===== config.mk =====
export PLATFORM = sky130hd
export DESIGN_NAME = kmp_substring_search_core
export DESIGN_NICKNAME = d
export VERILOG_FILES = /design/src/kmp_pkg.sv /design/src/kmp_ram.sv /design/src/kmp_ctrl.sv /design/src/kmp_dpath.sv /design/src/kmp_substring_search_core.sv
export SDC_FILE = /design/constraint.sdc
export NUM_CORES = 1
export LEC_CHECK = 0
export ABC_CLOCK_PERIOD_IN_PS = 8600
export BUFFER_PORTS_ARGS = -buffer_cell sky130_fd_sc_hd__buf_2
export CORE_ASPECT_RATIO = 1.2
export CORE_MARGIN = 8
export CORE_UTILIZATION = 56
export CTS_BUF_LIST = sky130_fd_sc_hd__clkbuf_4
export DETAILED_ROUTE_END_ITERATION = 12
export GPL_ROUTABILITY_DRIVEN = 0
export GPL_TIMING_DRIVEN = 0
export PLACE_DENSITY = 0.72
export SLEW_MARGIN = 10
export SYNTH_ARGS = -nofsm -noshare
export SYNTH_HDL_FRONTEND = slang
export SYNTH_SLANG_ARGS = --single-unit

===== constraint.sdc =====
create_clock -name i_clk -period 8.6 [get_ports i_clk]
set_input_delay 1.29 -clock i_clk [delete_from_list [all_inputs] [get_ports i_clk]]
set_output_delay 1.29 -clock i_clk [all_outputs]
set_load 0.01 [all_outputs]

===== src/kmp_pkg.sv =====
// Shared types and constants for the KMP substring search core.
// Holds the transaction payload structs, opcodes and controller/datapath links.
// No dependencies.
`default_nettype none

package kmp_pkg;

    localparam int LEN_W  = 7;
    localparam int FAIL_W = 6;
    localparam int OFF_W  = 32;

    localparam logic [1:0] OP_LOAD = 2'd0;
    localparam logic [1:0] OP_TEXT = 2'd1;
    localparam logic [1:0] OP_NEW  = 2'd2;

    typedef struct packed {
        logic [1:0] opcode;
        logic [5:0] pattern_index;
        logic [7:0] data_byte;
        logic       last_text;
    } t_item;

    typedef struct packed {
        logic             found;
        logic [OFF_W-1:0] match_position;
        logic [LEN_W-1:0] matched_so_far;
        logic             search_done;
    } t_result;

    typedef struct packed {
        logic take;
        logic seed;
        logic fall;
        logic finish;
    } t_dp_cmd;

    typedef struct packed {
        logic load_run;
        logic text_run;
        logic idx_zero;
        logic scan_end;
    } t_dp_sts;

endpackage

`default_nettype wire


===== src/kmp_ram.sv =====
// Generic simple dual-port RAM: one write port, one registered read port.
// Standalone, no package dependency.
`default_nettype none

module kmp_ram #(
    parameter int WIDTH = 8,
    parameter int DEPTH = 64,
    localparam int AW = (DEPTH > 1) ? $clog2(DEPTH) : 1
) (
    input  wire logic             i_clk,
    input  wire logic             i_we,
    input  wire logic [AW-1:0]    i_waddr,
    input  wire logic [WIDTH-1:0] i_wdata,
    input  wire logic [AW-1:0]    i_raddr,
    output logic      [WIDTH-1:0] o_rdata
);

    logic [WIDTH-1:0] r_mem [DEPTH];
    logic [WIDTH-1:0] r_rdata;

    always_ff @(posedge i_clk) begin
        if (i_we) begin
            r_mem[i_waddr] <= i_wdata;
        end
        r_rdata <= r_mem[i_raddr];
    end

    assign o_rdata = r_rdata;

endmodule

`default_nettype wire


===== src/kmp_ctrl.sv =====
// Sequencer for the KMP core: accepts transactions and steps the failure-link scan.
// Depends on kmp_pkg for the command and status structs.
`default_nettype none

module kmp_ctrl (
    input  wire logic             i_clk,
    input  wire logic             i_rst_n,
    input  wire logic             i_start,
    output logic                  o_busy,
    output kmp_pkg::t_dp_cmd      o_cmd,
    input  wire kmp_pkg::t_dp_sts i_sts
);

    import kmp_pkg::*;

    typedef enum logic [2:0] {
        S_IDLE = 3'b001,
        S_INIT = 3'b010,
        S_SCAN = 3'b100
    } t_state;

    t_state r_state;
    t_state n_state;

    always_comb begin
        n_state = r_state;
        o_cmd   = '0;
        unique case (r_state)
            S_IDLE: begin
                if (i_start) begin
                    o_cmd.take = 1'b1;
                    if (i_sts.load_run) begin
                        n_state = S_INIT;
                    end else if (i_sts.text_run) begin
                        n_state = S_SCAN;
                    end
                end
            end
            S_INIT: begin
                if (i_sts.idx_zero) begin
                    o_cmd.finish = 1'b1;
                    n_state      = S_IDLE;
                end else begin
                    o_cmd.seed = 1'b1;
                    n_state    = S_SCAN;
                end
            end
            S_SCAN: begin
                if (i_sts.scan_end) begin
                    o_cmd.finish = 1'b1;
                    n_state      = S_IDLE;
                end else begin
                    o_cmd.fall = 1'b1;
                end
            end
            default: begin
                n_state = S_IDLE;
            end
        endcase
    end

    always_ff @(posedge i_clk) begin
        if (!i_rst_n) begin
            r_state <= S_IDLE;
        end else begin
            r_state <= n_state;
        end
    end

    assign o_busy = (r_state != S_IDLE);

endmodule

`default_nettype wire


===== src/kmp_dpath.sv =====
// Datapath for the KMP core: pattern and failure RAMs, match state, result register.
// Depends on kmp_pkg and kmp_ram.
`default_nettype none

module kmp_dpath #(
    parameter int PATTERN_MAX = 64
) (
    input  wire logic                        i_clk,
    input  wire logic                        i_rst_n,
    input  wire kmp_pkg::t_dp_cmd            i_cmd,
    output kmp_pkg::t_dp_sts                 o_sts,
    input  wire kmp_pkg::t_item              i_item,
    input  wire logic                        i_cfg_wr_en,
    input  wire logic [kmp_pkg::LEN_W-1:0]   i_cfg_wr_data,
    output logic                             o_result_valid,
    output kmp_pkg::t_result                 o_result
);

    import kmp_pkg::*;

    localparam int AW = (PATTERN_MAX > 1) ? $clog2(PATTERN_MAX) : 1;

    logic [LEN_W-1:0]  r_len;
    logic [LEN_W-1:0]  r_match;
    logic [OFF_W-1:0]  r_off;
    logic              r_found;
    logic [OFF_W-1:0]  r_first;
    logic              r_valid;
    t_result           r_result;

    logic [LEN_W-1:0]  r_j;
    logic [7:0]        r_byte;
    logic [5:0]        r_idx;
    logic              r_is_load;
    logic              r_last;

    logic [LEN_W-1:0]  n_match;
    logic [OFF_W-1:0]  n_off;
    logic              n_found;
    logic [OFF_W-1:0]  n_first;
    logic              n_valid;
    t_result           n_result;
    logic [LEN_W-1:0]  n_j;

    logic [7:0]        pat_rd;
    logic [FAIL_W-1:0] fail_rd;
    logic [AW-1:0]     fail_raddr;
    logic              fail_we;

    logic              load_ok;
    logic              text_ok;
    logic              hit;
    logic [LEN_W-1:0]  plen;
    logic [OFF_W-1:0]  plen_m1;
    logic [LEN_W-1:0]  j_start;
    logic [LEN_W-1:0]  j_end;
    logic [LEN_W-1:0]  f_ext;
    logic [LEN_W-1:0]  k_seed;
    logic [LEN_W-1:0]  k_fall;
    logic              done_text;

    assign load_ok = (i_item.opcode == OP_LOAD) && (32'(i_item.pattern_index) < PATTERN_MAX);
    assign text_ok = (i_item.opcode == OP_TEXT) && !r_found;

    assign hit     = (pat_rd == r_byte);
    assign f_ext   = LEN_W'(fail_rd);
    assign k_seed  = (fail_rd >= r_idx) ? '0 : f_ext;
    assign k_fall  = (f_ext < r_j) ? f_ext : '0;
    assign j_end   = (r_is_load && (r_idx == '0)) ? '0 : (hit ? (r_j + LEN_W'(1)) : r_j);

    always_comb begin
        if (r_len == '0) begin
            plen = LEN_W'(1);
        end else if (32'(r_len) > PATTERN_MAX) begin
            plen = LEN_W'(PATTERN_MAX);
        end else begin
            plen = r_len;
        end
    end

    assign plen_m1 = OFF_W'(plen) - OFF_W'(1);
    assign j_start = (r_match >= plen) ? '0 : r_match;

    assign o_sts.load_run = load_ok;
    assign o_sts.text_run = text_ok;
    assign o_sts.idx_zero = (r_idx == '0);
    assign o_sts.scan_end = hit || (r_j == '0);

    always_comb begin
        if (i_cmd.take) begin
            n_j = j_start;
        end else if (i_cmd.seed) begin
            n_j = k_seed;
        end else if (i_cmd.fall) begin
            n_j = k_fall;
        end else begin
            n_j = r_j;
        end
    end

    always_comb begin
        if (i_cmd.take && (i_item.opcode == OP_LOAD)) begin
            fail_raddr = AW'(i_item.pattern_index - 6'd1);
        end else begin
            fail_raddr = AW'(n_j - LEN_W'(1));
        end
    end

    assign fail_we = i_cmd.finish && r_is_load;

    always_comb begin
        n_match   = r_match;
        n_off     = r_off;
        n_found   = r_found;
        n_first   = r_first;
        n_valid   = 1'b0;
        done_text = 1'b0;
        if (i_cmd.take) begin
            if (i_item.opcode == OP_NEW) begin
                n_match = '0;
                n_off   = '0;
                n_found = 1'b0;
                n_first = '0;
                n_valid = 1'b1;
            end else if (!(load_ok || text_ok)) begin
                n_valid   = 1'b1;
                done_text = (i_item.opcode == OP_TEXT) && i_item.last_text;
            end
        end
        if (i_cmd.finish) begin
            n_valid = 1'b1;
            if (!r_is_load) begin
                done_text = r_last;
                n_match   = j_end;
                if (j_end == plen) begin
                    n_found = 1'b1;
                    n_first = (r_off < plen_m1) ? '0 : (r_off - plen_m1);
                end
                if (r_off != '1) begin
                    n_off = r_off + OFF_W'(1);
                end
            end
        end
        n_result.found          = n_found;
        n_result.match_position = n_found ? n_first : '0;
        n_result.matched_so_far = n_match;
        n_result.search_done    = n_found || done_text;
    end

    always_ff @(posedge i_clk) begin
        if (!i_rst_n) begin
            r_len   <= LEN_W'(1);
            r_match <= '0;
            r_off   <= '0;
            r_found <= 1'b0;
            r_first <= '0;
            r_valid <= 1'b0;
        end else begin
            if (i_cfg_wr_en) begin
                r_len <= i_cfg_wr_data;
            end
            r_match <= n_match;
            r_off   <= n_off;
            r_found <= n_found;
            r_first <= n_first;
            r_valid <= n_valid;
        end
    end

    always_ff @(posedge i_clk) begin
        r_j <= n_j;
        if (i_cmd.take) begin
            r_byte    <= i_item.data_byte;
            r_idx     <= i_item.pattern_index;
            r_is_load <= (i_item.opcode == OP_LOAD);
            r_last    <= i_item.last_text;
        end
        if (n_valid) begin
            r_result <= n_result;
        end
    end

    kmp_ram #(
        .WIDTH (8),
        .DEPTH (PATTERN_MAX)
    ) u_pattern_ram (
        .i_clk   (i_clk),
        .i_we    (i_cmd.take && load_ok),
        .i_waddr (AW'(i_item.pattern_index)),
        .i_wdata (i_item.data_byte),
        .i_raddr (AW'(n_j)),
        .o_rdata (pat_rd)
    );

    kmp_ram #(
        .WIDTH (FAIL_W),
        .DEPTH (PATTERN_MAX)
    ) u_failure_ram (
        .i_clk   (i_clk),
        .i_we    (fail_we),
        .i_waddr (AW'(r_idx)),
        .i_wdata (j_end[FAIL_W-1:0]),
        .i_raddr (fail_raddr),
        .o_rdata (fail_rd)
    );

    assign o_result_valid = r_valid;
    assign o_result       = r_result;

endmodule

`default_nettype wire


===== src/kmp_substring_search_core.sv =====
// Top level of the KMP substring search core: controller plus datapath.
// Depends on kmp_pkg, kmp_ctrl, kmp_dpath (and kmp_ram through the datapath).
//
// A transaction is taken when start is high and busy is low; each one yields
// exactly one result, shown on o_result for a single cycle with o_result_valid,
// and the receiver cannot hold it off. Start-new-search, the unused opcode, text
// after a match and out-of-range loads finish at once: the result appears the
// cycle after acceptance and busy stays low. A text byte is scanned through the
// failure links it follows, and a pattern load at index n > 0 first seeds from
// the failure entry of index n - 1 and then scans; a load at index 0 finishes
// straight from the init state. Each scan step is one registered read of the
// pattern and failure RAMs, and busy stays high until the transaction finishes.
// Configuration writes go straight into the registered pattern length.
`default_nettype none

module kmp_substring_search_core #(
    parameter int PATTERN_MAX = 64
) (
    input  wire logic                      i_clk,
    input  wire logic                      i_rst_n,
    input  wire logic                      start,
    output logic                           busy,
    input  wire kmp_pkg::t_item            i_item,
    input  wire logic                      i_cfg_wr_en,
    input  wire logic [kmp_pkg::LEN_W-1:0] i_cfg_wr_data,
    output logic                           o_result_valid,
    output kmp_pkg::t_result               o_result
);

    import kmp_pkg::*;

    t_dp_cmd cmd;
    t_dp_sts sts;

    kmp_ctrl u_ctrl (
        .i_clk   (i_clk),
        .i_rst_n (i_rst_n),
        .i_start (start),
        .o_busy  (busy),
        .o_cmd   (cmd),
        .i_sts   (sts)
    );

    kmp_dpath #(
        .PATTERN_MAX (PATTERN_MAX)
    ) u_dpath (
        .i_clk          (i_clk),
        .i_rst_n        (i_rst_n),
        .i_cmd          (cmd),
        .o_sts          (sts),
        .i_item         (i_item),
        .i_cfg_wr_en    (i_cfg_wr_en),
        .i_cfg_wr_data  (i_cfg_wr_data),
        .o_result_valid (o_result_valid),
        .o_result       (o_result)
    );

endmodule

`default_nettype wire


* After elaboration in Yosys (flattened, before gate mapping)
Memory sizes are Yosys's and may differ from the RTL's. A register that Yosys moved wholly into a read port is not among the register bits.
Cells that the tools add are included.
** Word-level totals
- Input port bits :: 28
- Memories kept :: 2
- Output and inout port bits :: 43
- Register bits :: 147
- Memory bits (writable) :: 896
** Operators by class
- $add $sub $neg :: 6
- Mux-type cells :: 59
- Reductions and logical operators :: 14
- $lt $le $gt $ge :: 5
- Equality and inequality tests :: 12
** Memory list
- u_dpath.u_pattern_ram.r_mem :: depth 64, width 8, rd ports 1, clocked after Yosys merged registers in 1, write ports 1, line kmp_ram.sv:18 : logic [WIDTH-1:0] r_mem [DEPTH];
- u_dpath.u_failure_ram.r_mem :: depth 64, width 6, rd ports 1, clocked after Yosys merged registers in 1, write ports 1, line kmp_ram.sv:18
** Operator list (count)
- 32-bit 2-to-1 mux :: 11
- 7-bit 2-to-1 mux :: 12
- 32-bit by 1-bit adder with 32-bit output (second input constant) :: 1
- 32-bit less-than comparator :: 1
- 32-bit inequality test (second input constant) :: 1
- 32-bit subtractor :: 1
- 1-bit 2-to-1 mux :: 26
- 6-bit 2-to-1 mux :: 3
- 3-bit 2-to-1 mux :: 5
- 7-bit zero test :: 2
- 6-bit by 1-bit subtractor with 6-bit output (second input constant) :: 2
- 3-bit case mux with 3 select lines :: 1
- 8-bit == test :: 1
- 7-bit by 1-bit subtractor with 8-bit output (second input constant) :: 1
- 7-bit by 1-bit adder with 7-bit output (second input constant) :: 1
- 7-bit == test :: 1
- 7-bit greater-or-equal comparator :: 1
- 7-bit greater-than comparator (second input constant) :: 1
- 6-bit by 7-bit less-than comparator with 1-bit output :: 1
- 6-bit greater-or-equal comparator :: 1
- 6-bit zero test :: 1
- 3-bit by 1-bit inequality test with 1-bit output (second input constant) :: 2
- 1-bit logical AND :: 5
- 2-bit inequality test (second input constant) :: 2
- other kinds (10) :: 12

* Logic depth before layout (Yosys ltp)
Gate-level depths: netlist of run 1.
- Depth in word-level cells :: 9
- Gate-level depth with buffers :: 25
- Gate-level depth less buffers :: 19

* Modules after synthesis
A second synthesis of run 1 with hierarchy kept.
** Second synthesis, totals
- Cell total of the unflattened synthesis :: 2651
- Area total of the unflattened synthesis :: 44172.4 µm²
** By module, submodules not included
- kmp_ram at u_dpath.u_pattern_ram :: area each 20166.8 µm², cells each 940, times used 1, seq. area each 15534.9 µm²
- kmp_ram at u_dpath.u_failure_ram :: area each 15225.9 µm², cells each 720, times used 1, seq. area each 11651.2 µm²
- kmp_dpath :: area each 8590.7 µm², cells each 971, times used 1, seq. area each 3463.3 µm²
- kmp_ctrl :: area each 188.9 µm², cells each 20, times used 1, seq. area each 60.1 µm²

* Worst setup path after synthesis of run 1
No wires, ideal clock.
- Path type :: input to register
- Start :: input port start
- End :: register u_dpath.u_failure_ram.r_rdata[0], in the netlist u_dpath.u_failure_ram.o_rdata[0], read port of u_dpath.u_failure_ram.r_mem
- Buffers on the path :: 7
- Setup slack :: 3.372 ns
- Library setup time :: 0.122 ns
- Data arrival time :: 5.106 ns
- Data required time :: 8.478 ns
- Cell stages on the path :: 17
- Path through :: nand2_1 > inv_2 > buf_2 > nor2_1 > a221oi_2 > buf_4 > buf_2 > buf_2 > buf_1 > a21o_1 > ha_1 > clkbuf_1 > clkbuf_1 > mux4_2 > mux4_2 > mux2i_1 > mux2i_1
** RTL lines
- start: declaration :: line kmp_substring_search_core.sv:21 : input wire logic start,
- end: declaration :: line kmp_ram.sv:19 : logic [WIDTH-1:0] r_rdata;

* Worst setup path after layout of run 1
- Start :: register u_dpath.r_len[1]
- End :: register u_dpath.u_failure_ram.r_rdata[3], in the netlist u_dpath.u_failure_ram.o_rdata[3], read port of u_dpath.u_failure_ram.r_mem
** Between the ends
- Word-level cells in the longest chain between the ends :: 8
- Elaborated cells between the ends (all ways) :: 9
- Classes of those cells :: add/sub (1); order compare (2); mux (5); reduce/logical (1)
** RTL lines
- start: declaration :: line kmp_dpath.sv:23 : logic [LEN_W-1:0] r_len;
- start signal: assignment :: line kmp_dpath.sv:160 : r_len <= i_cfg_wr_data;
- 7-bit greater-than comparator :: line kmp_dpath.sv:74 : end else if (32'(r_len) > PATTERN_MAX) begin
- 7-bit 2-to-1 mux :: line kmp_dpath.sv:74
- 7-bit 2-to-1 mux * :: line kmp_dpath.sv:72 : if (r_len == '0) begin
- 7-bit greater-or-equal comparator * :: line kmp_dpath.sv:82 : assign j_start = (r_match >= plen) ? '0 : r_match;
- 7-bit 2-to-1 mux * :: line kmp_dpath.sv:82
- 7-bit 2-to-1 mux * :: line kmp_dpath.sv:90 : if (i_cmd.take) begin
- 6-bit by 1-bit subtractor with 6-bit output * :: line kmp_dpath.sv:105 : fail_raddr = AW'(n_j - LEN_W'(1));
- 6-bit 2-to-1 mux * :: line kmp_dpath.sv:102 : if (i_cmd.take && (i_item.opcode == OP_LOAD)) begin
Mark *: on every way between the ends. The rest lies on a longest branch, timed or not.
A chain may end at the register's enable or synchronous reset.

==> summary.txt, run 1 <==
result of the run: finished, final reports clean
CTS-repair resized insts: 0
launch point of the worst reg-to-reg path: u_dpath.r_len[1]
wire per inst: 23.4 µm
number of antenna violations at the first check in global routing: 4
type of the setup path with the least slack: flip-flop to flip-flop
global-route wire length before repair: 175 mm
number of enable-type register cells in the synthesized netlist: 954
pin count of the biggest net entering global routing: 66
Die ar.: 90500 µm²
final setup slack of the worst path: 1.43 ns
Avg Vias per Cell: 6.01
post-synth cell types: 91
share of layout cells above drive strength 1: 18.5%
count of synthesis-stage warnings from yosys: 0
design internal power: 8.62 mW
global route total overflow: 0
Die H: 328 µm
combinational cell fraction of total power: 15.1%
register area: 30700 µm²
Finish-stage setup viols: 0
Post-CTS Setup Repair Bufs: 0
commonest non-fill, non-tap cells in the layout: sky130_fd_sc_hd__edfxtp_1 (954), sky130_fd_sc_hd__nand2_1 (542), sky130_fd_sc_hd__clkbuf_4 (398)
Top Ports: 71
Max rail drop VDD: 169 µV
count of TritonRoute iterations in the first routing pass: 6
via total after detailed routing: 29912
Synth async-reset ratio: 0%
Cell Count, Final, Fillers Out: 4981
number of nets still failing antenna checks after routing: 0
post-synthesis instance area: 45400 µm²
most common cell after layout, fill and taps aside: sky130_fd_sc_hd__edfxtp_1
number of placed cells counting well taps: 4525
largest fanout on the critical path: 10
total length of routed wires: 117 mm
Multi-input gate area: 13800 µm²
kind of start point of the critical path: flip-flop
quantity of hold-fixing buffers added after cts: 0
post-synthesis register bit count: 1057
drt first-iter violations: 2878
share of total power consumed by net switching: 26.9%
path type of the worst min-delay path: input port to flip-flop
Period minus WS final: 7.17 ns
Max-cap violations: 0
worst clock skew: 0.115 ns
final-report max-slew violation count: 0
placeable core region: 80400 µm²
worst path required time: 9.59 ns
floorplan die width: 276 µm
Core Rows: 114
final design area excluding fillers: 50800 µm²
mean cell area of the mapped netlist: 13.5 µm²
setup repair after global routing missed its margin: no
area growth from synthesis to layout: 11.9%
transition time of the tightest slew-check pin: 1.02 ns
clock power share: 36.0%
top achievable clock speed: 140 MHz
P_sw: 3.17 mW
CP endpoint kind: flip-flop
share of power burned in registers: 49.0%
Tcrit/Tclk final: 83.3%
number of H-tree levels: 5
number of buffers on the longest clock path: 4
launching element of the worst setup path: u_dpath.r_len[1]
Hold Vio Cnt, Final: 0
number of cells produced by synthesis: 3374
net count of the finished layout: 3846
TritonCTS clock tree: yes
static power due to leakage: 17.9 nW
vias in the first global route: 29816
Place WS: 1.16 ns
overall track demand over capacity in global routing: 25.7%
Clock Latency Late Sink: 1.14 ns
Top FF cell, synth: sky130_fd_sc_hd__edfxtp_1
root buffer selected by CTS: sky130_fd_sc_hd__clkbuf_4
tightest slew margin relative to the limit: 31.8%
number of I/O port buffers: 68
remaining design rule violation count: 0
CTS sink cnt: 1057
effective utilization at floorplan: 56.4%
Worst Min Path Start: i_item[0]
clock-pin slew on the worst setup and hold paths: 0.07 ns
clock buffers created by TritonCTS: 276
CP arrival: 8.15 ns
count of filler cells inserted in the layout: 6107
Pwr Density: 232 nW/µm²
Setup Total Neg Slack: 0 ns
share of the yosys chip area belonging to registers: 67.7%
detailed-placement wirelength estimate: 79.1 mm
Post-Place Cell Area: 47400 µm²
-- worst paths after layout --
kind	slack (ns)	cells after the start	end
min reg2reg	0.48	2	u_dpath.r_first[20]
max	1.43	21	u_dpath.u_failure_ram.o_rdata[3]
min	0.43	1	u_dpath.r_last
max reg2reg	1.43	21	u_dpath.u_failure_ram.o_rdata[3]
-- final cells by class --
cell class                      instances  share of cell area (%)
Clock buffer                          398                    5.88
Timing Repair Buffer                   77                    1.15
Clock inverter                         52                   0.702
Multi-Input combinational cell       2118                    27.1
Sequential cell                      1057                    60.4
Buffer                                186                    1.83
Antenna cell                            6                  0.0296
Tap cell                             1044                    2.57
Inverter                               43                   0.323
-- power by group through the flow --
stage / registers [mW] / logic, mW / clock network [mW]
after floorplan: 5.86 / 1.11 / 0
after global placement: 5.90 / 1.69 / 0
after detailed placement: 5.88 / 1.75 / 0
after CTS: 5.77 / 1.76 / 4.29
after global routing: 5.77 / 1.89 / 4.56
final: 5.77 / 1.78 / 4.24
-- flip-flops by register name, summed over array words and instances (netlist names) --
register	cells
u_ctrl.r_state	3
u_dpath.o_result	41
u_dpath.o_result_valid	1
u_dpath.r_byte	8
u_dpath.r_first	32
u_dpath.r_found	1
u_dpath.r_idx	6
u_dpath.r_is_load	1
u_dpath.r_j	7
u_dpath.r_last	1
u_dpath.r_len	7
u_dpath.r_match	7
u_dpath.r_off	32
u_dpath.u_failure_ram.o_rdata	6
u_dpath.u_failure_ram.r_mem	384
u_dpath.u_pattern_ram.o_rdata	8
u_dpath.u_pattern_ram.r_mem	512
-- critical path, cell delays in order (launching register included) --
cell	delay, ns
sky130_fd_sc_hd__dfxtp_1	0.34
sky130_fd_sc_hd__nor3_1	0.19
sky130_fd_sc_hd__a21oi_1	0.11
sky130_fd_sc_hd__nor2_1	0.56
sky130_fd_sc_hd__ha_1	0.36
sky130_fd_sc_hd__nor2b_1	0.10
sky130_fd_sc_hd__o21ai_0	0.14
sky130_fd_sc_hd__a211oi_2	0.62
sky130_fd_sc_hd__and3_1	0.26
sky130_fd_sc_hd__a221oi_2	0.05
sky130_fd_sc_hd__buf_4	0.20
sky130_fd_sc_hd__buf_2	0.20
sky130_fd_sc_hd__buf_2	0.21
sky130_fd_sc_hd__buf_1	0.31
sky130_fd_sc_hd__a21o_1	0.28
sky130_fd_sc_hd__ha_1	0.33
sky130_fd_sc_hd__clkbuf_1	0.70
sky130_fd_sc_hd__clkbuf_1	0.62
sky130_fd_sc_hd__clkbuf_1	0.63
sky130_fd_sc_hd__mux2i_1	0.38
sky130_fd_sc_hd__a32oi_1	0.16
sky130_fd_sc_hd__a31o_1	0.26
-- routing by layer --
| layer | up-vias | GRT usage, % | wire [µm] |
|---|---|---|---|
| met2 | 1454 | 43.4 | 57900 |
| met3 | 308 | 5.51 | 9220 |
| met5 | - | 0 | 0 |
| met1 | 14503 | 31.3 | 44100 |
| li1 | 13647 | - | - |
| met4 | 0 | 12.2 | 5330 |
-- cells in the mapped netlist, types with 19 or more instances --
master	count	area [µm²]
sky130_fd_sc_hd__edfxtp_1	954	28600
sky130_fd_sc_hd__nand2_1	542	2030
sky130_fd_sc_hd__nor2_1	238	893
sky130_fd_sc_hd__nand3_1	193	966
sky130_fd_sc_hd__mux2i_1	151	1510
sky130_fd_sc_hd__dfxtp_1	103	2060
sky130_fd_sc_hd__a21oi_1	97	485
sky130_fd_sc_hd__buf_2	77	385
sky130_fd_sc_hd__clkbuf_1	74	278
sky130_fd_sc_hd__and3_1	72	450
sky130_fd_sc_hd__a311oi_1	70	613
sky130_fd_sc_hd__nor2b_1	64	400
sky130_fd_sc_hd__o21ai_0	64	320
sky130_fd_sc_hd__ha_1	58	726
sky130_fd_sc_hd__mux4_2	57	1280
sky130_fd_sc_hd__xnor2_1	45	394
sky130_fd_sc_hd__inv_1	36	135
sky130_fd_sc_hd__and2_1	31	194
sky130_fd_sc_hd__a31oi_1	30	188
sky130_fd_sc_hd__a211oi_1	29	218
sky130_fd_sc_hd__a21o_1	28	210
sky130_fd_sc_hd__a22oi_1	26	195
sky130_fd_sc_hd__nor3_1	24	120
sky130_fd_sc_hd__mux2_2	22	248
sky130_fd_sc_hd__buf_4	20	150
sky130_fd_sc_hd__or3_1	19	119
-- logic make-up (layout without fill, tap and decap cells) --
family	Yosys count	after routing	share of synthesized area (%)
xor gates and xnor gates	53	53	1.04
adders and majority gates	59	59	1.64
buffers and inverters	229	756	2.41
other	1	37	0.00826
muxes	231	231	6.76
DFF	1057	1057	67.7
AOI/OAI and AO/OA	480	480	7.69
and+or+nand+nor	1264	1264	12.8
-- per-stage QoR --
| stage | hold slack, ns | utilization (%) | power [mW] |
|---|---|---|---|
| finish | 0.429 | 63.2 | 11.8 |
| detailed placement | 0.466 | 59.0 | 7.63 |
| global route | 0.343 | 63.2 | 12.2 |
| global placement | 0.459 | 58.6 | 7.59 |
| CTS | 0.346 | 63.1 | 11.8 |
| floorplan | 0.442 | - | 6.97 |
(Power assumes the default switching activity.)
==> run 2: changes to the inputs <==
--- a/config.mk
+++ b/config.mk
@@ -5,7 +5,7 @@
 export SDC_FILE = /design/constraint.sdc
 export NUM_CORES = 1
 export LEC_CHECK = 0
-export ABC_CLOCK_PERIOD_IN_PS = 8600
+export ABC_CLOCK_PERIOD_IN_PS = 6450
 export BUFFER_PORTS_ARGS = -buffer_cell sky130_fd_sc_hd__buf_2
 export CORE_ASPECT_RATIO = 1.2
 export CORE_MARGIN = 8
@@ -14,7 +14,7 @@
 export DETAILED_ROUTE_END_ITERATION = 12
 export GPL_ROUTABILITY_DRIVEN = 0
 export GPL_TIMING_DRIVEN = 0
-export PLACE_DENSITY = 0.72
+export PLACE_DENSITY = 0.75
 export SLEW_MARGIN = 10
 export SYNTH_ARGS = -nofsm -noshare
 export SYNTH_HDL_FRONTEND = slang
==> constraint.sdc (replaced) <==
create_clock -name i_clk -period 6.45 [get_ports i_clk]
set_input_delay 0.9675 -clock i_clk [delete_from_list [all_inputs] [get_ports i_clk]]
set_output_delay 0.9675 -clock i_clk [all_outputs]
set_load 0.01 [all_outputs]
==> run 2 against run 1 <==
  * First-iteration DRC count increased by 18%
  * Clock skew decreased by 0.024 ns
  * Routed wire length increased by 0.20%
  * Sequential power increased by 33%
  * Register-to-register slack got worse by 1.1 ns
  * Sequential share of layout area decreased by 0.19 points
  * Final area increased by 0.32%
  * Via count increased by 1.2%
  * Clock power increased by 38%
  * Maximum frequency increased by 17%
  * Sequential cell count unchanged
==> summary.txt, run 2 (synthesis gave the netlist of run 1 again) <==
via total after detailed routing: 30262 (was 29912)
detailed-placement wirelength estimate: 78.7 mm (was 79.1 mm)
path type of the worst min-delay path: input port to flip-flop (unchanged)
type of the setup path with the least slack: flip-flop to flip-flop (unchanged)
reg-to-reg critical path endpoint: u_dpath.u_failure_ram.o_rdata[0] (was u_dpath.u_failure_ram.o_rdata[3])
static power due to leakage: 18.0 nW (was 17.9 nW)
internal reg-to-reg setup slack: 0.34 ns (was 1.43 ns)
CTS sink cnt: 1057 (unchanged)
Post-Place Cell Area: 47400 µm² (about the same)
Max-cap violations: 0 (unchanged)
clock buffers created by TritonCTS: 278 (was 276)
worst clock skew: 0.0910 ns (was 0.115 ns)
largest fanout on the critical path: 10 (unchanged)
area growth from synthesis to layout: 12.3% (was 11.9%)
remaining design rule violation count: 0 (unchanged)
Worst Min Path Start: i_cfg_wr_data[1] (was i_item[0])
total chip power: 15.9 mW (was 11.8 mW)
depth of the most critical reg-to-reg path: 22 (was 21)
Avg Vias per Cell: 6.05 (was 6.01)
drt first-iter violations: 3391 (was 2878)
number of nets still failing antenna checks after routing: 0 (unchanged)
worst hold path depth: 3 (was 1)
global route total overflow: 0 (unchanged)
clock power share: 36.8% (was 36.0%)
Cell Count, Final, Fillers Out: 5001 (was 4981)
Core Rows: 114 (unchanged)
number of buffers on the longest clock path: 4 (unchanged)
CP arrival: 7.10 ns (was 8.15 ns)
most common cell after layout, fill and taps aside: sky130_fd_sc_hd__edfxtp_1 (unchanged)
combinational cell fraction of total power: 14.9% (was 15.1%)
count of filler cells inserted in the layout: 6037 (was 6107)
Pwr Density: 313 nW/µm² (was 232 nW/µm²)
number of placed cells counting well taps: 4524 (was 4525)
commonest non-fill, non-tap cells in the layout: sky130_fd_sc_hd__edfxtp_1 (954), sky130_fd_sc_hd__nand2_1 (542), sky130_fd_sc_hd__clkbuf_4 (408) (was sky130_fd_sc_hd__edfxtp_1 (954), sky130_fd_sc_hd__nand2_1 (542), sky130_fd_sc_hd__clkbuf_4 (398))
final-report max-slew violation count: 0 (unchanged)
share of layout cells above drive strength 1: 19.0% (was 18.5%)
total length of routed wires: 117 mm (about the same)
net count of the finished layout: 3846 (unchanged)
number of H-tree levels: 5 (unchanged)
share of power burned in registers: 48.3% (was 49.0%)
wire per inst: 23.4 µm (about the same)
worst hold slack: 0.114 ns (was 0.429 ns)
kind of start point of the critical path: flip-flop (unchanged)
setup repair after global routing missed its margin: no (unchanged)
share of total power consumed by net switching: 26.9% (about the same)
Die ar.: 90500 µm² (unchanged)
CP endpoint kind: flip-flop (unchanged)
pin count of the biggest net entering global routing: 66 (unchanged)
P_sw: 4.29 mW (was 3.17 mW)
final design area excluding fillers: 51000 µm² (was 50800 µm²)
Max rail drop VDD: 239 µV (was 169 µV)
effective utilization at floorplan: 56.4% (unchanged)
result of the run: finished, final reports clean (unchanged)
Die H: 328 µm (unchanged)
floorplan die width: 276 µm (unchanged)
Post-Route Utilization: 63.4% (was 63.2%)
Tcrit/Tclk final: 94.7% (was 83.3%)
tightest slew margin relative to the limit: 34.9% (was 31.8%)
global-route wire length before repair: 175 mm (about the same)
Top Ports: 71 (unchanged)
number of I/O port buffers: 68 (unchanged)
clock-pin slew on the worst setup and hold paths: 0.06 ns (was 0.07 ns)
Period minus WS final: 6.11 ns (was 7.17 ns)
Largest register FFs: 512 (unchanged)
placeable core region: 80400 µm² (unchanged)
overall track demand over capacity in global routing: 25.6% (was 25.7%)
root buffer selected by CTS: sky130_fd_sc_hd__clkbuf_4 (unchanged)
Largest Register: u_dpath.u_pattern_ram.r_mem (unchanged)
count of TritonRoute iterations in the first routing pass: 6 (unchanged)
TritonCTS clock tree: yes (unchanged)
Worst Hold Endpoint: u_dpath.r_len[1] (was u_dpath.r_last)
design internal power: 11.7 mW (was 8.62 mW)
vias in the first global route: 29935 (was 29816)
worst path required time: 7.45 ns (was 9.59 ns)
Post-CTS Setup Repair Bufs: 0 (unchanged)
transition time of the tightest slew-check pin: 0.972 ns (was 1.02 ns)
launch point of the worst reg-to-reg path: u_dpath.r_len[1] (unchanged)
Finish-stage setup viols: 0 (unchanged)
Hold Vio Cnt, Final: 0 (unchanged)
top achievable clock speed: 164 MHz (was 140 MHz)
number of antenna violations at the first check in global routing: 5 (was 4)
Clock Latency Late Sink: 1.17 ns (was 1.14 ns)
## run 2: final cells by class
cell class	instances	area (µm²)	share of cell area [%]
multi-input cells	2118	13800	27.0
plain buffers	184	935	1.83
repair buffers	77	561	1.10
diodes	4	10.0	0.0196
clock buffers	407	3060	5.99
well taps	1044	1310	2.56
flip-flops and latches	1057	30700	60.2
clock inverters	67	468	0.918
inverters	43	164	0.322
## run 2: metrics by stage
stage          TNS [ns]  setup WS, ns
2_1_floorplan         0          1.41
3_3_place_gp     -32.57        -0.636
3_5_place_dp      -3.63        -0.697
4_1_cts               0         0.124
5_1_grt               0         0.104
6_report              0         0.342
## run 2: how the worst max path moves through the flow
stage | startpoint | slack, ns | cells past startpoint | end
global route | u_dpath.r_len[2] | 0.10 | 22 | u_dpath.u_failure_ram.o_rdata[0]
finish | u_dpath.r_len[1] | 0.34 | 22 | u_dpath.u_failure_ram.o_rdata[0]
floorplan | u_dpath.r_len[1] | 1.41 | 21 | u_dpath.u_failure_ram.o_rdata[0]
global placement | start | -0.64 | 18 | u_dpath.u_failure_ram.o_rdata[1]
CTS | u_dpath.r_len[1] | 0.12 | 23 | u_dpath.u_failure_ram.o_rdata[0]
detailed placement | start | -0.70 | 18 | u_dpath.u_failure_ram.o_rdata[5]
## run 2: critical path, stage by stage, from the launching register on
cell and delay, ns:
sky130_fd_sc_hd__dfxtp_1 0.34, sky130_fd_sc_hd__nor3_1 0.21, sky130_fd_sc_hd__a21oi_1 0.12, sky130_fd_sc_hd__nor2_2 0.35
sky130_fd_sc_hd__ha_1 0.31, sky130_fd_sc_hd__nor2b_1 0.10, sky130_fd_sc_hd__o21ai_0 0.15, sky130_fd_sc_hd__a211oi_4 0.48
sky130_fd_sc_hd__a31oi_1 0.27, sky130_fd_sc_hd__a21oi_4 0.38, sky130_fd_sc_hd__inv_2 0.17, sky130_fd_sc_hd__buf_2 0.25
sky130_fd_sc_hd__buf_2 0.29, sky130_fd_sc_hd__ha_1 0.37, sky130_fd_sc_hd__clkbuf_2 0.24, sky130_fd_sc_hd__clkbuf_2 0.32
sky130_fd_sc_hd__nand2_1 0.27, sky130_fd_sc_hd__o32ai_1 0.14, sky130_fd_sc_hd__a2111oi_1 0.55, sky130_fd_sc_hd__a31oi_1 0.08
sky130_fd_sc_hd__a21oi_1 0.23, sky130_fd_sc_hd__mux2i_1 0.10, sky130_fd_sc_hd__mux2i_1 0.24
## run 2: power by group through the flow
stage          registers, mW  clock network [mW]  logic [mW]
3_3_place_gp            7.86                   0        2.24
5_1_grt                 7.69                6.26        2.51
6_report                7.70                5.86        2.38
2_1_floorplan           7.81                   0        1.48
3_5_place_dp            7.84                   0        2.33
4_1_cts                 7.69                5.93        2.34
## run 2: timing repair
item,CTS,global route
endpoints found under the hold margin,1,0
gates resized for setup,8,4
setup endpoints to repair,6,6
hold buffers,1,0
## run 2: layer usage
metal	global-route usage (%)	wire length (µm)	vias to the layer above
met2	43.4	58600	1596
li1	-	-	13625
met5	0	20	-
met3	5.64	9960	336
met4	12.4	5020	4
met1	30.8	43200	14701
